### src/rtl/grid_neighbour_frontier_expander_unit_defines.svh
// assertion macros for the grid neighbour frontier expander
// used by the top level, expects clock and reset in scope
`ifndef GRID_NEIGHBOUR_FRONTIER_EXPANDER_UNIT_DEFINES_SVH
`define GRID_NEIGHBOUR_FRONTIER_EXPANDER_UNIT_DEFINES_SVH

// same-cycle implication
`define GNFE_ASSERT_NOW(lbl, ante, cons, msg) \
   lbl: assert property (@(posedge clock) disable iff (reset) (ante) |-> (cons)) \
      else $error(msg);

// next-cycle implication
`define GNFE_ASSERT_NEXT(lbl, ante, cons, msg) \
   lbl: assert property (@(posedge clock) disable iff (reset) (ante) |=> (cons)) \
      else $error(msg);

`endif

### src/rtl/gnfe_pkg.sv
// shared types, constants and the neighbour offset table
// used by gnfe_csr and grid_neighbour_frontier_expander_unit
package gnfe_pkg;

   localparam int DEF_ROWS = 16;
   localparam int DEF_COLS = 16;

   localparam int CELL_W     = 5;
   localparam int COUNT_W    = 9;
   localparam int COORD_W    = 8;
   localparam int OFF_W      = 3;
   localparam int RING_IDX_W = 5;
   localparam int CSR_ADDR_W = 3;
   localparam int CSR_DATA_W = 32;

   localparam logic [RING_IDX_W-1:0] RING1_FIRST = 5'd0;
   localparam logic [RING_IDX_W-1:0] RING1_LAST  = 5'd7;
   localparam logic [RING_IDX_W-1:0] RING2_FIRST = 5'd8;
   localparam logic [RING_IDX_W-1:0] RING2_LAST  = 5'd23;

   localparam logic [COUNT_W-1:0] COUNT_MAX = 9'd511;

   localparam logic [1:0] RING_LEVEL_ONE = 2'd1;
   localparam logic [1:0] RING_LEVEL_TWO = 2'd2;

   localparam logic REG_RING_LEVEL = 1'b0;
   localparam logic REG_KEEP_MARKS = 1'b1;

   typedef enum logic [2:0] {
      ST_IDLE,
      ST_CALC,
      ST_TEST,
      ST_EMIT,
      ST_END,
      ST_END_WAIT,
      ST_SWEEP_RD,
      ST_SWEEP_WR
   } state_type;

   typedef struct packed {
      logic [1:0] ring_level;
      logic       keep_marks;
   } cfg_type;

   typedef struct packed {
      logic signed [OFF_W-1:0] dr;
      logic signed [OFF_W-1:0] dc;
   } offset_type;

   function automatic offset_type ring_offset(input logic [RING_IDX_W-1:0] idx);
      offset_type o;
      case (idx)
         5'd0:    o = '{dr: -3'sd1, dc: -3'sd1};
         5'd1:    o = '{dr: -3'sd1, dc:  3'sd0};
         5'd2:    o = '{dr: -3'sd1, dc:  3'sd1};
         5'd3:    o = '{dr:  3'sd0, dc: -3'sd1};
         5'd4:    o = '{dr:  3'sd0, dc:  3'sd1};
         5'd5:    o = '{dr:  3'sd1, dc: -3'sd1};
         5'd6:    o = '{dr:  3'sd1, dc:  3'sd0};
         5'd7:    o = '{dr:  3'sd1, dc:  3'sd1};
         5'd8:    o = '{dr: -3'sd2, dc: -3'sd2};
         5'd9:    o = '{dr: -3'sd2, dc: -3'sd1};
         5'd10:   o = '{dr: -3'sd2, dc:  3'sd0};
         5'd11:   o = '{dr: -3'sd2, dc:  3'sd1};
         5'd12:   o = '{dr: -3'sd2, dc:  3'sd2};
         5'd13:   o = '{dr: -3'sd1, dc: -3'sd2};
         5'd14:   o = '{dr: -3'sd1, dc:  3'sd2};
         5'd15:   o = '{dr:  3'sd0, dc: -3'sd2};
         5'd16:   o = '{dr:  3'sd0, dc:  3'sd2};
         5'd17:   o = '{dr:  3'sd1, dc: -3'sd2};
         5'd18:   o = '{dr:  3'sd1, dc:  3'sd2};
         5'd19:   o = '{dr:  3'sd2, dc: -3'sd2};
         5'd20:   o = '{dr:  3'sd2, dc: -3'sd1};
         5'd21:   o = '{dr:  3'sd2, dc:  3'sd0};
         5'd22:   o = '{dr:  3'sd2, dc:  3'sd1};
         5'd23:   o = '{dr:  3'sd2, dc:  3'sd2};
         default: o = '{dr:  3'sd0, dc:  3'sd0};
      endcase
      return o;
   endfunction

endpackage

### src/rtl/gnfe_csr.sv
// configuration registers behind the apb-style port
// depends on gnfe_pkg
module gnfe_csr (
   input  logic                             clock,
   input  logic                             reset,
   input  logic                             csr_psel,
   input  logic                             csr_penable,
   input  logic                             csr_pwrite,
   input  logic [gnfe_pkg::CSR_ADDR_W-1:0]  csr_paddr,
   input  logic [gnfe_pkg::CSR_DATA_W-1:0]  csr_pwdata,
   output logic [gnfe_pkg::CSR_DATA_W-1:0]  csr_prdata,
   output logic                             csr_pready,
   output gnfe_pkg::cfg_type                cfg
);
   import gnfe_pkg::*;

   logic [1:0] ring_level_ff, ring_level_in;
   logic       keep_marks_ff, keep_marks_in;
   logic       wr_xfer;
   logic       reg_sel;

   assign csr_pready = 1'b1;
   assign reg_sel    = csr_paddr[2];
   assign wr_xfer    = csr_psel & csr_penable & csr_pwrite & csr_pready;

   always_comb begin
      ring_level_in = ring_level_ff;
      keep_marks_in = keep_marks_ff;
      if (wr_xfer) begin
         case (reg_sel)
            REG_RING_LEVEL: ring_level_in = csr_pwdata[1:0];
            REG_KEEP_MARKS: keep_marks_in = csr_pwdata[0];
            default: ;
         endcase
      end
   end

   always_ff @(posedge clock) begin
      if (reset) begin
         ring_level_ff <= RING_LEVEL_ONE;
         keep_marks_ff <= 1'b1;
      end else begin
         ring_level_ff <= ring_level_in;
         keep_marks_ff <= keep_marks_in;
      end
   end

   always_comb begin
      case (reg_sel)
         REG_RING_LEVEL: csr_prdata = {{(CSR_DATA_W-2){1'b0}}, ring_level_ff};
         REG_KEEP_MARKS: csr_prdata = {{(CSR_DATA_W-1){1'b0}}, keep_marks_ff};
         default:        csr_prdata = '0;
      endcase
   end

   assign cfg.ring_level = ring_level_ff;
   assign cfg.keep_marks = keep_marks_ff;

endmodule

### src/rtl/grid_neighbour_frontier_expander_unit.sv
// a clear item goes straight to its end transfer after acceptance. an expand item steps
// through its ring offsets on the one coordinate adder: an off-board offset takes an address
// step, a visited one an address step and a check, a new one both plus its output transfer,
// which can stall; the end transfer follows. a last cell with keep_marks 0 adds a revert
// sweep over every row. throughput: one item at a time. reset: synchronous, clears the
// sequencer, valid bits and list count; config resets to ring 1 with marks kept
module grid_neighbour_frontier_expander_unit #(
   parameter int ROWS = gnfe_pkg::DEF_ROWS,
   parameter int COLS = gnfe_pkg::DEF_COLS
) (
   input  logic                             clock,
   input  logic                             reset,
   input  logic                             req_valid,
   output logic                             req_ready,
   input  logic                             req_mode,
   input  logic [gnfe_pkg::CELL_W-1:0]      req_cell_row,
   input  logic [gnfe_pkg::CELL_W-1:0]      req_cell_col,
   input  logic                             req_last_cell,
   output logic                             rsp_valid,
   input  logic                             rsp_ready,
   output logic [gnfe_pkg::CELL_W-1:0]      rsp_new_row,
   output logic [gnfe_pkg::CELL_W-1:0]      rsp_new_col,
   output logic [gnfe_pkg::COUNT_W-1:0]     rsp_list_total,
   output logic                             rsp_is_end,
   input  logic                             csr_psel,
   input  logic                             csr_penable,
   input  logic                             csr_pwrite,
   input  logic [gnfe_pkg::CSR_ADDR_W-1:0]  csr_paddr,
   input  logic [gnfe_pkg::CSR_DATA_W-1:0]  csr_pwdata,
   output logic [gnfe_pkg::CSR_DATA_W-1:0]  csr_prdata,
   output logic                             csr_pready
);
   import gnfe_pkg::*;

`include "grid_neighbour_frontier_expander_unit_defines.svh"

   localparam int RW = $clog2(ROWS);
   localparam int CW = $clog2(COLS);
   localparam logic [RW-1:0]      SWEEP_LAST = RW'(ROWS - 1);
   localparam logic [COORD_W-1:0] ROWS_C     = COORD_W'(ROWS);
   localparam logic [COORD_W-1:0] COLS_C     = COORD_W'(COLS);

   cfg_type cfg;

   state_type state_ff, state_in;

   logic [RING_IDX_W-1:0] idx_ff, idx_in, last_idx_ff, last_idx_in;
   logic [CELL_W-1:0]     row_ff, row_in, col_ff, col_in;
   logic                  last_ff, last_in;
   logic [COORD_W-1:0]    nr_ff, nr_in, nc_ff, nc_in;
   logic [COUNT_W-1:0]    count_ff, count_in;
   logic [RW-1:0]         sweep_ff, sweep_in;
   logic [ROWS-1:0]       row_valid_ff, row_valid_in, mark_valid_ff, mark_valid_in;

   logic                  rsp_valid_ff, rsp_valid_in;
   logic [CELL_W-1:0]     rsp_new_row_ff, rsp_new_row_in, rsp_new_col_ff, rsp_new_col_in;
   logic [COUNT_W-1:0]    rsp_list_total_ff, rsp_list_total_in;
   logic                  rsp_is_end_ff, rsp_is_end_in;

   logic [2*COLS-1:0]     map_mem [ROWS];
   logic [2*COLS-1:0]     rd_data_ff;
   logic                  mem_we;
   logic [RW-1:0]         mem_waddr, mem_raddr;
   logic [2*COLS-1:0]     mem_wdata;

   offset_type            off;
   logic [COORD_W-1:0]    nr_sum, nc_sum, nr_sum_m1, nr_ff_m1, nc_ff_m1;
   logic                  on_board, ring_done, seen, ring2;
   logic [RW-1:0]         nr_idx, eff_idx;
   logic [CW-1:0]         nc_idx;
   logic [COLS-1:0]       hit_bit, eff_vis, eff_mark;
   logic                  req_xfer, rsp_xfer;

   gnfe_csr u_csr (
      .clock       (clock),
      .reset       (reset),
      .csr_psel    (csr_psel),
      .csr_penable (csr_penable),
      .csr_pwrite  (csr_pwrite),
      .csr_paddr   (csr_paddr),
      .csr_pwdata  (csr_pwdata),
      .csr_prdata  (csr_prdata),
      .csr_pready  (csr_pready),
      .cfg         (cfg)
   );

   assign req_ready = (state_ff == ST_IDLE);
   assign req_xfer  = req_valid & req_ready;
   assign rsp_xfer  = rsp_valid_ff & rsp_ready;
   assign ring2     = (cfg.ring_level == RING_LEVEL_TWO);

   // shared coordinate adder
   assign off    = ring_offset(idx_ff);
   assign nr_sum = {{(COORD_W-CELL_W){1'b0}}, row_ff}
                 + {{(COORD_W-OFF_W){off.dr[OFF_W-1]}}, off.dr};
   assign nc_sum = {{(COORD_W-CELL_W){1'b0}}, col_ff}
                 + {{(COORD_W-OFF_W){off.dc[OFF_W-1]}}, off.dc};
   assign on_board = !nr_sum[COORD_W-1] && (nr_sum != '0) && (nr_sum <= ROWS_C)
                  && !nc_sum[COORD_W-1] && (nc_sum != '0) && (nc_sum <= COLS_C);
   assign nr_sum_m1 = nr_sum - COORD_W'(1);
   assign nr_ff_m1  = nr_ff - COORD_W'(1);
   assign nc_ff_m1  = nc_ff - COORD_W'(1);
   assign nr_idx    = nr_ff_m1[RW-1:0];
   assign nc_idx    = nc_ff_m1[CW-1:0];
   assign ring_done = (idx_ff == last_idx_ff);

   assign eff_idx  = (state_ff == ST_SWEEP_WR) ? sweep_ff : nr_idx;
   assign eff_vis  = row_valid_ff[eff_idx] ? rd_data_ff[COLS-1:0] : '0;
   assign eff_mark = (row_valid_ff[eff_idx] && mark_valid_ff[eff_idx])
                   ? rd_data_ff[2*COLS-1:COLS] : '0;
   assign hit_bit  = {{(COLS-1){1'b0}}, 1'b1} << nc_idx;
   assign seen     = |(eff_vis & hit_bit);

   assign mem_raddr = (state_ff == ST_SWEEP_RD) ? sweep_ff : nr_sum_m1[RW-1:0];

   always_comb begin
      state_in = state_ff;
      case (state_ff)
         ST_IDLE: begin
            if (req_xfer) state_in = req_mode ? ST_END : ST_CALC;
         end
         ST_CALC: begin
            if (on_board)       state_in = ST_TEST;
            else if (ring_done) state_in = ST_END;
         end
         ST_TEST: begin
            if (!seen)          state_in = ST_EMIT;
            else if (ring_done) state_in = ST_END;
            else                state_in = ST_CALC;
         end
         ST_EMIT: begin
            if (rsp_xfer) state_in = ring_done ? ST_END : ST_CALC;
         end
         ST_END: state_in = ST_END_WAIT;
         ST_END_WAIT: begin
            if (rsp_xfer) begin
               if (last_ff && !cfg.keep_marks) state_in = ST_SWEEP_RD;
               else                            state_in = ST_IDLE;
            end
         end
         ST_SWEEP_RD: state_in = ST_SWEEP_WR;
         ST_SWEEP_WR: state_in = (sweep_ff == SWEEP_LAST) ? ST_IDLE : ST_SWEEP_RD;
         default:     state_in = ST_IDLE;
      endcase
   end

   always_comb begin
      idx_in            = idx_ff;
      last_idx_in       = last_idx_ff;
      row_in            = row_ff;
      col_in            = col_ff;
      last_in           = last_ff;
      nr_in             = nr_ff;
      nc_in             = nc_ff;
      count_in          = count_ff;
      sweep_in          = sweep_ff;
      row_valid_in      = row_valid_ff;
      mark_valid_in     = mark_valid_ff;
      rsp_valid_in      = rsp_xfer ? 1'b0 : rsp_valid_ff;
      rsp_new_row_in    = rsp_new_row_ff;
      rsp_new_col_in    = rsp_new_col_ff;
      rsp_list_total_in = rsp_list_total_ff;
      rsp_is_end_in     = rsp_is_end_ff;
      mem_we            = 1'b0;
      mem_waddr         = nr_idx;
      mem_wdata         = {eff_mark | hit_bit, eff_vis | hit_bit};
      case (state_ff)
         ST_IDLE: begin
            if (req_xfer) begin
               row_in      = req_cell_row;
               col_in      = req_cell_col;
               last_in     = req_last_cell & ~req_mode;
               idx_in      = ring2 ? RING2_FIRST : RING1_FIRST;
               last_idx_in = ring2 ? RING2_LAST : RING1_LAST;
               if (req_mode) begin
                  row_valid_in  = '0;
                  mark_valid_in = '0;
                  count_in      = '0;
               end
            end
         end
         ST_CALC: begin
            nr_in = nr_sum;
            nc_in = nc_sum;
            if (!on_board) idx_in = idx_ff + RING_IDX_W'(1);
         end
         ST_TEST: begin
            if (seen) begin
               idx_in = idx_ff + RING_IDX_W'(1);
            end else begin
               mem_we                = 1'b1;
               row_valid_in[nr_idx]  = 1'b1;
               mark_valid_in[nr_idx] = 1'b1;
               if (count_ff != COUNT_MAX) count_in = count_ff + COUNT_W'(1);
               rsp_valid_in      = 1'b1;
               rsp_new_row_in    = nr_ff[CELL_W-1:0];
               rsp_new_col_in    = nc_ff[CELL_W-1:0];
               rsp_list_total_in = '0;
               rsp_is_end_in     = 1'b0;
            end
         end
         ST_EMIT: begin
            if (rsp_xfer) idx_in = idx_ff + RING_IDX_W'(1);
         end
         ST_END: begin
            rsp_valid_in      = 1'b1;
            rsp_new_row_in    = '0;
            rsp_new_col_in    = '0;
            rsp_list_total_in = count_ff;
            rsp_is_end_in     = 1'b1;
         end
         ST_END_WAIT: begin
            if (rsp_xfer && last_ff) begin
               if (cfg.keep_marks) begin
                  mark_valid_in = '0;
                  count_in      = '0;
               end else begin
                  sweep_in = '0;
               end
            end
         end
         ST_SWEEP_RD: ;
         ST_SWEEP_WR: begin
            mem_we    = 1'b1;
            mem_waddr = sweep_ff;
            mem_wdata = {{COLS{1'b0}}, eff_vis & ~eff_mark};
            sweep_in  = sweep_ff + RW'(1);
            if (sweep_ff == SWEEP_LAST) begin
               mark_valid_in = '0;
               count_in      = '0;
            end
         end
         default: ;
      endcase
   end

   always_ff @(posedge clock) begin
      if (mem_we) map_mem[mem_waddr] <= mem_wdata;
      rd_data_ff <= map_mem[mem_raddr];
   end

   always_ff @(posedge clock) begin
      if (reset) begin
         state_ff      <= ST_IDLE;
         count_ff      <= '0;
         row_valid_ff  <= '0;
         mark_valid_ff <= '0;
         rsp_valid_ff  <= 1'b0;
      end else begin
         state_ff      <= state_in;
         count_ff      <= count_in;
         row_valid_ff  <= row_valid_in;
         mark_valid_ff <= mark_valid_in;
         rsp_valid_ff  <= rsp_valid_in;
      end
   end

   always_ff @(posedge clock) begin
      idx_ff            <= idx_in;
      last_idx_ff       <= last_idx_in;
      row_ff            <= row_in;
      col_ff            <= col_in;
      last_ff           <= last_in;
      nr_ff             <= nr_in;
      nc_ff             <= nc_in;
      sweep_ff          <= sweep_in;
      rsp_new_row_ff    <= rsp_new_row_in;
      rsp_new_col_ff    <= rsp_new_col_in;
      rsp_list_total_ff <= rsp_list_total_in;
      rsp_is_end_ff     <= rsp_is_end_in;
   end

   assign rsp_valid      = rsp_valid_ff;
   assign rsp_new_row    = rsp_new_row_ff;
   assign rsp_new_col    = rsp_new_col_ff;
   assign rsp_list_total = rsp_list_total_ff;
   assign rsp_is_end     = rsp_is_end_ff;

   `GNFE_ASSERT_NOW(a_end_no_coords, rsp_valid_ff && rsp_is_end_ff, rsp_new_row_ff == '0 && rsp_new_col_ff == '0, "end transfer carries coordinates")
   `GNFE_ASSERT_NOW(a_hit_total_zero, rsp_valid_ff && !rsp_is_end_ff, rsp_list_total_ff == '0, "neighbour transfer carries a total")
   `GNFE_ASSERT_NOW(a_test_output_free, state_ff == ST_TEST, !rsp_valid_ff, "output register busy during neighbour check")
   `GNFE_ASSERT_NEXT(a_busy_after_accept, req_valid && req_ready, !req_ready, "input taken again while busy")
   `GNFE_ASSERT_NEXT(a_sweep_clears_marks, state_ff == ST_SWEEP_WR && sweep_ff == SWEEP_LAST, mark_valid_ff == '0 && count_ff == '0, "list marks survive revert sweep")

endmodule
### config.mk
export PLATFORM = sky130hd
export DESIGN_NAME = grid_neighbour_frontier_expander_unit
export DESIGN_NICKNAME = d
export VERILOG_FILES = /design/src/rtl/gnfe_pkg.sv /design/src/rtl/gnfe_csr.sv /design/src/rtl/grid_neighbour_frontier_expander_unit.sv
export VERILOG_INCLUDE_DIRS = /design/src /design/src/rtl
export SDC_FILE = /design/constraint.sdc
export NUM_CORES = 1
export LEC_CHECK = 0
export BUFFER_PORTS_ARGS = -buffer_cell sky130_fd_sc_hd__buf_2
export CORE_ASPECT_RATIO = 0.5
export CORE_MARGIN = 2
export CORE_UTILIZATION = 42
export CTS_BUF_LIST = sky130_fd_sc_hd__clkbuf_8
export DETAILED_ROUTE_END_ITERATION = 8
export MAX_ROUTING_LAYER = met4
export PLACE_DENSITY = 0.6
export SLEW_MARGIN = 20
export SYNTH_ARGS = -nofsm -noshare
export SYNTH_HDL_FRONTEND = slang
export SYNTH_SLANG_ARGS = --single-unit
export TNS_END_PERCENT = 30
### constraint.sdc
create_clock -name clock -period 10.7 [get_ports clock]
set_input_delay 2.14 -clock clock [delete_from_list [all_inputs] [get_ports clock]]
set_output_delay 2.14 -clock clock [all_outputs]
set_load 0.01 [all_outputs]
==> results of run 1 <==
[flip-flops by register name, summed over array words and instances, names as in the netlist, 3 cells and up]
signal	count
col_ff	5
count_ff	9
idx_ff	5
map_mem	512
mark_valid_ff	16
nc_ff	5
nr_ff	5
off	6
rd_data_ff	32
row_ff	5
row_valid_ff	16
rsp_list_total	9
rsp_new_col	5
rsp_new_row	5
state_ff	3
sweep_ff	4
[kinds of logic (layout without fill, tap and decap cells)]
logic type | count (synthesis) | count (layout) | share of synthesized area (%)
flops | 649 | 649 | 67.7
simple gates | 539 | 539 | 9.62
compound gates | 514 | 514 | 12.9
buf+inv | 203 | 286 | 3.28
mux | 101 | 101 | 4.21
fa+ha+maj | 30 | 30 | 1.42
xor+xnor | 25 | 25 | 0.796
other cells | 2 | 32 | 0.0273
[tightest hold or removal path, delay by kind of cell (launching register included)]
family / cells / cell delay, ns
simple gates: 1 / 0.07
flops: 1 / 0.32
compound gates: 1 / 0.04
[metrics by stage]
step / std cells / utilization, % / worst slack (ns)
4_1_cts: 3059 / 46.9 / 5.34
2_1_floorplan: 2092 / - / 6.08
6_report: 3060 / 46.9 / 5.40
3_5_place_dp: 2882 / 44.1 / 5.35
3_3_place_gp: 2882 / 44.1 / 5.48
5_1_grt: 3060 / 46.9 / 4.95
[cell type report]
| type | count | area (sq um) | area share (%) |
|---|---|---|---|
| inverters | 29 | 109 | 0.358 |
| repair buffers | 80 | 500 | 1.65 |
| flip-flops and latches | 649 | 18600 | 61.3 |
| clock inverters | 71 | 347 | 1.14 |
| well taps | 884 | 1110 | 3.64 |
| multi-input cells | 1240 | 8250 | 27.1 |
| diodes | 1 | 2.50 | 0.00823 |
| clock buffers | 106 | 1460 | 4.80 |
[worst paths after layout]
path / from / endpoint / slack, ns / depth (start not counted)
min: mark_valid_ff[7] / mark_valid_ff[7] / 0.47 / 2
max reg2reg: state_ff[1] / map_mem[11][26] / 5.40 / 8
max: state_ff[1] / map_mem[11][26] / 5.40 / 8
min reg2reg: mark_valid_ff[7] / mark_valid_ff[7] / 0.47 / 2
[metal layers]
layer,share of wire [%],vias to the layer above
li1,-,7890
met1,46,8578
met2,44,553
met3,7.2,126
met4,2.3,0
met5,0,-
[Yosys cell counts (12+ instances only)]
library cell / number / share of area [%]
edfxtp_1: 563 / 61
a211oi_1: 227 / 6.2
nand2_1: 176 / 2.4
clkbuf_1: 121 / 1.7
nor2_1: 118 / 1.6
a21oi_1: 97 / 1.8
a31oi_1: 97 / 2.2
dfxtp_1: 86 / 6.3
mux2i_1: 84 / 3.1
and2_1: 81 / 1.8
nor2b_1: 80 / 1.8
buf_4: 31 / 0.85
inv_1: 29 / 0.40
ha_1: 28 / 1.3
a32o_1: 17 / 0.62
nand3_1: 16 / 0.29
o21ai_0: 15 / 0.27
and3_1: 14 / 0.32
xor2_1: 14 / 0.45
a22oi_1: 13 / 0.35
buf_2: 12 / 0.22
nor3_1: 12 / 0.22
[layout by cell type, fill, tap and decap left out, types with 34 or more instances in the layout]
cell type  count
inv_1         82
a31oi_1       97
buf_2         45
nor2_1       102
dfxtp_1       86
a21oi_1       95
edfxtp_1     563
nor2b_1       80
buf_4         34
a211oi_1     227
and2_1        81
nand2_1      176
clkbuf_8     106
mux2i_1       84
[where the power goes]
part / internal (mW) / switching [mW]
logic: 1.51 / 3.21
clock network: 0.938 / 0.960
registers: 3.15 / 0.151
total: 5.60 / 4.32
==> flow_summary.ini, run 1 <==
[timing]
fmax_ghz = 0.189
period_needed_ns = 5.30
rsz0062_at_grt = false
tns_ns = 0
worst_clock_skew_ns = 0.0284
worst_pin_slew_ns = 1.12
whs_ns = 0.467
max-slew-margin-rel_pct = 25.3
slew_viol_final = 0
setup_viol = 0
hold_violations = 0
min_period_over_period_pct = 49.5

[power]
irDropWorstVdd_uv = 423
p_leak_nw = 10.5
p_per_area_nw_per_um2 = 326
p_total_mw = 9.92

[cts]
ctsLongestPathBuffers = 3
cts-root-buf = clkbuf_8
clk_pin_slew_ns = 0.06
numCtsBuffers = 96
cts_resized = 0
post_cts_buffers = 0
ctsHtreeMaxLevel = 3
holdBufCountCts = 0
clock_sinks = 649
worstSkewPairLatency_ns = 0.72
cts_tree = yes

[layout]
fin_nets = 2180
nFillCells = 5735
stdcell_area_sq_um = 30400
final_layout_size_suffix_gt1_share_pct = 11.2
area_growth_pct = 10.6

[floorplan]
io_pins = 109
fp-row-count = 66
coreArea_sq_um = 64800
dieArea_sq_um = 67700
initial_core_util_pct = 42.4
dieHeight_um = 185
die_x_um = 366

[routing]
drcViolationCount = 0
drtAntennaViolNets = 0
viasPerCell = 5.60
routed_wl_um = 65400
dr_total_vias = 17100
drt_iter0_drc = 1600
wl_per_cell_um = 21.4
drt-pass1-iter-count = 5

[hold_path]
hp-class = flip-flop to flip-flop

[synth]
syn_area_sq_um = 27500
synthFlopType = edfxtp_1
synthArstFlopShare_pct = 0
synthCells = 2063
synth_edf_count = 563
postSynthAreaPerCell_sq_um = 13.3
yosys_warnings = 0
synth_cell_types = 65
synth_seq_cells = 649
ys_seq_area_share_pct = 67.7

[setup_path]
critPathMaxStageDelay_ns = 0.95
cp_data_required_time_ns = 11.08
critical_path_arrival_ns = 5.68
critPathKind = flip-flop to flip-flop
cp_top_family = simple AND/OR/NAND/NOR gates
end_kind = flip-flop
cp_common_cell = mux2i_1
cp_cell_sequence = nand3_1, a21oi_1, mux4_2, mux2i_1, mux2i_1, and2_1, a22oi_1, nor2_1
crit_path_top_delay_cell = a21oi_1
start_kind = flip-flop
crit_buf_inv = 0
path_max_fanout = 20

[global_routing]
grt_overflow = 0
busiest_layer = met2
grt_max_degree = 194
met1_usage_pct = 27.7
grt_util_met2_pct = 29.2
use_met3_pct = 3.73
antenna_found_initial = 2
grt_pass1_wl_um = 98200
grt_pass1_vias = 16000
grt_usage_pct = 19.8

[place]
place_area_sq_um = 28600
gp_congestion = 0.786
numPortBuffers = 45
dp_hpwl_um = 33400

[run]
drv_cap = 0

[outcome]
status = finished, final reports clean
(Power assumes the default switching activity.)
==> inputs of run 2 (changes only) <==
Settings changed: ABC_AREA set to 1.
Clock period 10.7 ns to 5.3 ns, I/O delays scaled along.
==> run 2 against run 1 <==
Non-clock buffer count grew 38. Hold slack lost 0.016 ns. First-iteration DRC count grew 2.4%. Clock-buffer cell count shrank 4. Sequential cell count is the same. Clock skew shrank 0.0050 ns.
==> flow_summary.ini, run 2 <==
[outcome]
status = finished, final reports clean

[layout]
final_common_cell = edfxtp_1
layout_common_cells = 563 x edfxtp_1, 370 x nor2_1, 321 x o21ai_0
area_growth_pct = 12.2
diodes = 0
stdcell_area_sq_um = 30300
top_register = map_mem
final_layout_size_suffix_gt1_share_pct = 11.3
reg_top3 = map_mem: 512 flops, rd_data_ff: 32 flops
largest_reg_flops = 512
stdcell_count = 3349
fin_nets = 2514

[cts]
numCtsBuffers = 95
holdBufCountCts = 0
post_cts_buffers = 0
ctsHtreeMaxLevel = 3
cts-root-buf = clkbuf_8
ctsLongestPathBuffers = 3
cts_resized = 0
clk_pin_slew_ns = 0.06
worstSkewPairLatency_ns = 0.70
cts_tree = yes
clock_sinks = 649

[synth]
yosys.cell_count.top_type = edfxtp_1
syn_area_sq_um = 27000
synth_seq_cells = 649
ys_seq_area_share_pct = 69.1
postSynthAreaPerCell_sq_um = 11.5
yosysTopAreaCellShare_pct = 62.7
synth_area_leaders = edfxtp_1 63%, dfxtp_1 6.4%, o21ai_0 6.0%
synth_common_cells = 563 x edfxtp_1, 387 x nor2_1, 325 x o21ai_0
synthFlopType = edfxtp_1
synth_edf_count = 563
yosys_warnings = 0
synth_top_area_cell = edfxtp_1
synth_cell_types = 45
synthArstFlopShare_pct = 0
synthCells = 2343

[timing]
rsz0062_at_grt = false
slew_viol_final = 0
max-slew-margin-rel_pct = 27.3
min_period_over_period_pct = 87.8
tns_ns = 0
whs_ns = 0.451
worst_clock_skew_ns = 0.0235
setup_viol = 0
hold_violations = 0
worst_pin_slew_ns = 1.09
fmax_ghz = 0.215
period_needed_ns = 4.65

[hold_path]
min_from = mark_valid_ff[9]
hp-class = flip-flop to flip-flop

[global_routing]
grt_overflow = 0
grt_max_degree = 239
grt_pass1_wl_um = 99500
antenna_found_initial = 0
grt_usage_pct = 20.1
grt_pass1_vias = 17400

[setup_path]
r2r_start = nr_ff[0]
path_max_fanout = 48
critPathKind = flip-flop to flip-flop
cp_cell_sequence = inv_1, ha_1, nand2_1, inv_1, nor2_1, inv_1, a21oi_2, inv_1, nor2_1, nand2_1, nand2_1, nor2_4, buf_12, nand3_1, nand2_1, nor2_1, nand2_1, nor2_2, nand2_4, nand2_1, nand2_1, nor2_4, buf_4
end_kind = flip-flop
cp_data_required_time_ns = 5.68
start_kind = flip-flop
crit_path_top_delay_cell = nor2_4
crit_start = nr_ff[0]
critPathMaxStageDelay_ns = 0.54
cp_common_cell = nand2_1
critical_path_arrival_ns = 5.04

[routing]
drt_iter0_drc = 1638
wl_per_cell_um = 19.3
routed_wl_um = 64500
drcViolationCount = 0
dr_total_vias = 17900
viasPerCell = 5.35
drtAntennaViolNets = 0
drt-pass1-iter-count = 7

[floorplan]
die_x_um = 362
initial_core_util_pct = 42.6
fp-row-count = 65
io_pins = 109
dieArea_sq_um = 66400
coreArea_sq_um = 63300
dieHeight_um = 183

[place]
gp_congestion = 0.813
dp_hpwl_um = 35400
place_area_sq_um = 28500
place_inst = 3170
numPortBuffers = 45

[run]
drv_cap = 0
[run 2: cell families after synthesis]
kind of cell / after synthesis / synth area share [%]
adder cells (fa/ha/maj): 30 / 1.45
flip-flops: 649 / 69.1
buffers and inverters: 327 / 5.14
AND/OR/NAND/NOR: 762 / 11.5
AO/OA/AOI/OAI: 564 / 12.6
XOR/XNOR: 9 / 0.292
other: 2 / 0.0278
[run 2: final timing paths]
path,slack [ns],to,cells past startpoint
worst min register to register,0.45,mark_valid_ff[9],2
worst max register to register,0.65,map_mem[1][20],23
worst max-delay path,0.65,map_mem[1][20],23
worst min-delay path,0.45,mark_valid_ff[9],2
[run 2: per-stage QoR]
stage | worst slack (ns) | util, %
after floorplan | 0.972 | -
after global placement | 0.734 | 45.0
after detailed placement | 0.670 | 45.0
after CTS | 0.649 | 47.8
after global routing | 0.240 | 47.8
final | 0.645 | 47.8
[run 2: critical path, delay by kind of cell, from the launching register on]
family	cells	cell delay, ns
simple gates	15	2.62
buf+inv	6	0.87
flops	1	0.40
fa+ha+maj	1	0.25
compound gates	1	0.18
[run 2: layout make-up]
type	count	area, sq um
clock buffers	102	1400
repair buffers	118	936
well taps	837	1050
inverters	170	644
fillers	5715	33000
multi-input cells	1396	7240
clock inverters	77	353
flip-flops and latches	649	18600
[run 2: layer usage]
layer  track usage [%]  part of all wire (%)  vias to the layer above
met4              5.41                   1.8                        0
met1              28.0                    47                     8739
met2              30.2                    45                      569
met5                 -                     0                        -
li1                  -                     -                     8526
met3              4.00                   6.7                       98
Power of run 2 is not shown: default switching activity piles up to over one toggle a cycle in this logic, so the estimate is an artifact.
==> inputs of run 3 (changes only) <==
--- a/config.mk
+++ b/config.mk
@@ -13,4 +13,5 @@
 export CORE_UTILIZATION = 42
 export CTS_BUF_LIST = sky130_fd_sc_hd__clkbuf_8
+export CTS_CLUSTER_DIAMETER = 100
 export DETAILED_ROUTE_END_ITERATION = 8
 export MAX_ROUTING_LAYER = met4
==> constraint.sdc (replaced) <==
create_clock -name clock -period 5.3 [get_ports clock]
set_input_delay 0.53 -clock clock [delete_from_list [all_inputs] [get_ports clock]]
set_output_delay 0.53 -clock clock [all_outputs]
set_load 0.01 [all_outputs]
==> run 3 against run 2 <==
Clock skew increased by 0.0093 ns. Via count decreased by 0.25%. Critical path depth unchanged. Utilization decreased by 0.083 points. Worst setup slack improved by 0.10 ns.
==> flow_summary.ini, run 3 (same netlist as run 2, synthesis figures left out) <==
[outcome]
status = finished, final reports clean

[floorplan]
initial_core_util_pct = 42.6
dieArea_sq_um = 66400
dieHeight_um = 183
coreArea_sq_um = 63300
fp-row-count = 65
die_x_um = 362
io_pins = 109

[setup_path]
cp_cell_sequence = inv_1, ha_1, nand2_1, inv_1, nor2_1, inv_1, a21oi_2, inv_1, nor2_1, nand2_1, nand2_1, nor2_4, buf_12, nand3_1, nand2_1, nor2_1, nand2_1, nor2_2, nand2_4, nand2_1, nand3_1, nor2_4, buf_4
critical_path_arrival_ns = 4.84
setup.worst_path.end = map_mem[0][22]
critPathKind = flip-flop to flip-flop
reg2reg_to = map_mem[0][22]
crit_path_top_delay_cell = buf_4
cp_top_family = simple AND/OR/NAND/NOR gates
ff2ff_path_depth = 23
r2r_start = nr_ff[0]
path_max_fanout = 47
cp.depth = 23
end_kind = flip-flop
reg2reg_slack_ns = 0.75
cp_data_required_time_ns = 5.58
crit_start = nr_ff[0]
critPathMaxStageDelay_ns = 0.50
start_kind = flip-flop
cp_common_cell = nand2_1
crit_buf_inv = 6

[cts]
clock_sinks = 649
cts-root-buf = clkbuf_8
cts_resized = 0
ctsHtreeMaxLevel = 3
cts_tree = yes
numCtsBuffers = 95
clk_pin_slew_ns = 0.06
worstSkewPairLatency_ns = 0.68
ctsLongestPathBuffers = 3
post_cts_buffers = 0

[routing]
drt_iter0_drc = 1674
wl_per_cell_um = 19.0
drtAntennaViolNets = 0
routed_wl_um = 63700
drcViolationCount = 0
drt-pass1-iter-count = 5
viasPerCell = 5.35
dr_total_vias = 17900

[timing]
setup_viol = 0
max-slew-margin-rel_pct = 29.2
worst_pin_slew_ns = 1.05
min_period_over_period_pct = 85.9
rsz0062_at_grt = false
slew_viol_final = 0
period_needed_ns = 4.55
tns_ns = 0
worst_clock_skew_ns = 0.0328
hold_violations = 0
fmax_ghz = 0.220

[global_routing]
grt_overflow = 0
grt_pass1_vias = 17300
grt_max_degree = 103
antenna_found_initial = 0
grt_usage_pct = 19.7
grt_pass1_wl_um = 97800

[layout]
regArea_sq_um = 18600
fin_nets = 2516
diodes = 0
final_common_cell = edfxtp_1
area_growth_pct = 12.0
largest_reg_flops = 512
nFillCells = 5638
reg_top3 = map_mem: 512 flops, rd_data_ff: 32 flops
top_register = map_mem
final_layout_size_suffix_gt1_share_pct = 11.4
layout_common_cells = 563 x edfxtp_1, 370 x nor2_1, 319 x o21ai_0
multi_input_area_sq_um = 7240

[hold_path]
hp-class = input pin to flip-flop

[place]
numPortBuffers = 45
dp_hpwl_um = 35600
gp_congestion = 0.815

[run]
drv_cap = 0
## run 3: area by class of cell
| cell class | count | area share, % |
|---|---|---|
| clock inverter | 72 | 1.16 |
| inverter | 170 | 2.13 |
| clock buffer | 102 | 4.65 |
| multi-input combinational | 1396 | 24.0 |
| tap | 837 | 3.47 |
| sequential | 649 | 61.7 |
| timing repair buffer | 120 | 2.92 |
## run 3: timing repair
action                                  4_1_cts  5_1_grt
endpoints found under the hold margin         2        0
endpoints found under the setup margin        0        0
hold buffers                                  2        0
## run 3: worst register-to-register path: stages, from the launching register on
cell,delay [ns]
edfxtp_1,0.42
inv_1,0.14
ha_1,0.25
nand2_1,0.10
inv_1,0.05
nor2_1,0.15
inv_1,0.11
a21oi_2,0.18
inv_1,0.07
nor2_1,0.23
nand2_1,0.09
nand2_1,0.10
nor2_4,0.05
buf_12,0.18
nand3_1,0.13
nand2_1,0.11
nor2_1,0.12
nand2_1,0.16
nor2_2,0.19
nand2_4,0.13
nand2_1,0.15
nand3_1,0.35
nor2_4,0.17
buf_4,0.50
## run 3: how the worst min path moves through the flow
stage	startpoint	to	slack, ns	cells past startpoint
2_1_floorplan	mark_valid_ff[10]	mark_valid_ff[10]	0.43	2
3_3_place_gp	mark_valid_ff[10]	mark_valid_ff[10]	0.44	2
3_5_place_dp	mark_valid_ff[10]	mark_valid_ff[10]	0.44	2
4_1_cts	req_cell_row[2]	row_ff[2]	0.008	1
5_1_grt	req_cell_col[3]	col_ff[3]	0.02	1
6_report	req_cell_row[3]	row_ff[3]	0.06	1
## run 3: stage by stage
| step | setup slack, ns | cells | cell area (sq um) | util (%) | hold slack [ns] |
|---|---|---|---|---|---|
| global route | 0.381 | 3346 | 30200 | 47.7 | 0.0170 |
| CTS | 0.790 | 3346 | 30200 | 47.7 | 0.00831 |
| global placement | 0.858 | 3170 | 28400 | 44.9 | 0.436 |
| finish | 0.747 | 3346 | 30200 | 47.7 | 0.0604 |
| floorplan | 0.972 | 2372 | 27100 | - | 0.427 |
| detailed placement | 0.831 | 3170 | 28400 | 44.9 | 0.443 |
## run 3: routing by layer
layer  routed length, um  part of all wire, %  track usage, %  vias up
li1                    -                    -               -     8509
met4                1320                  2.1            6.12        0
met5                   0                    0               -        -
met1               29600                   47            27.4     8650
met3                4530                  7.1            3.49      109
met2               28200                   44            29.7      619
Power of run 3 is left out for the same reason.
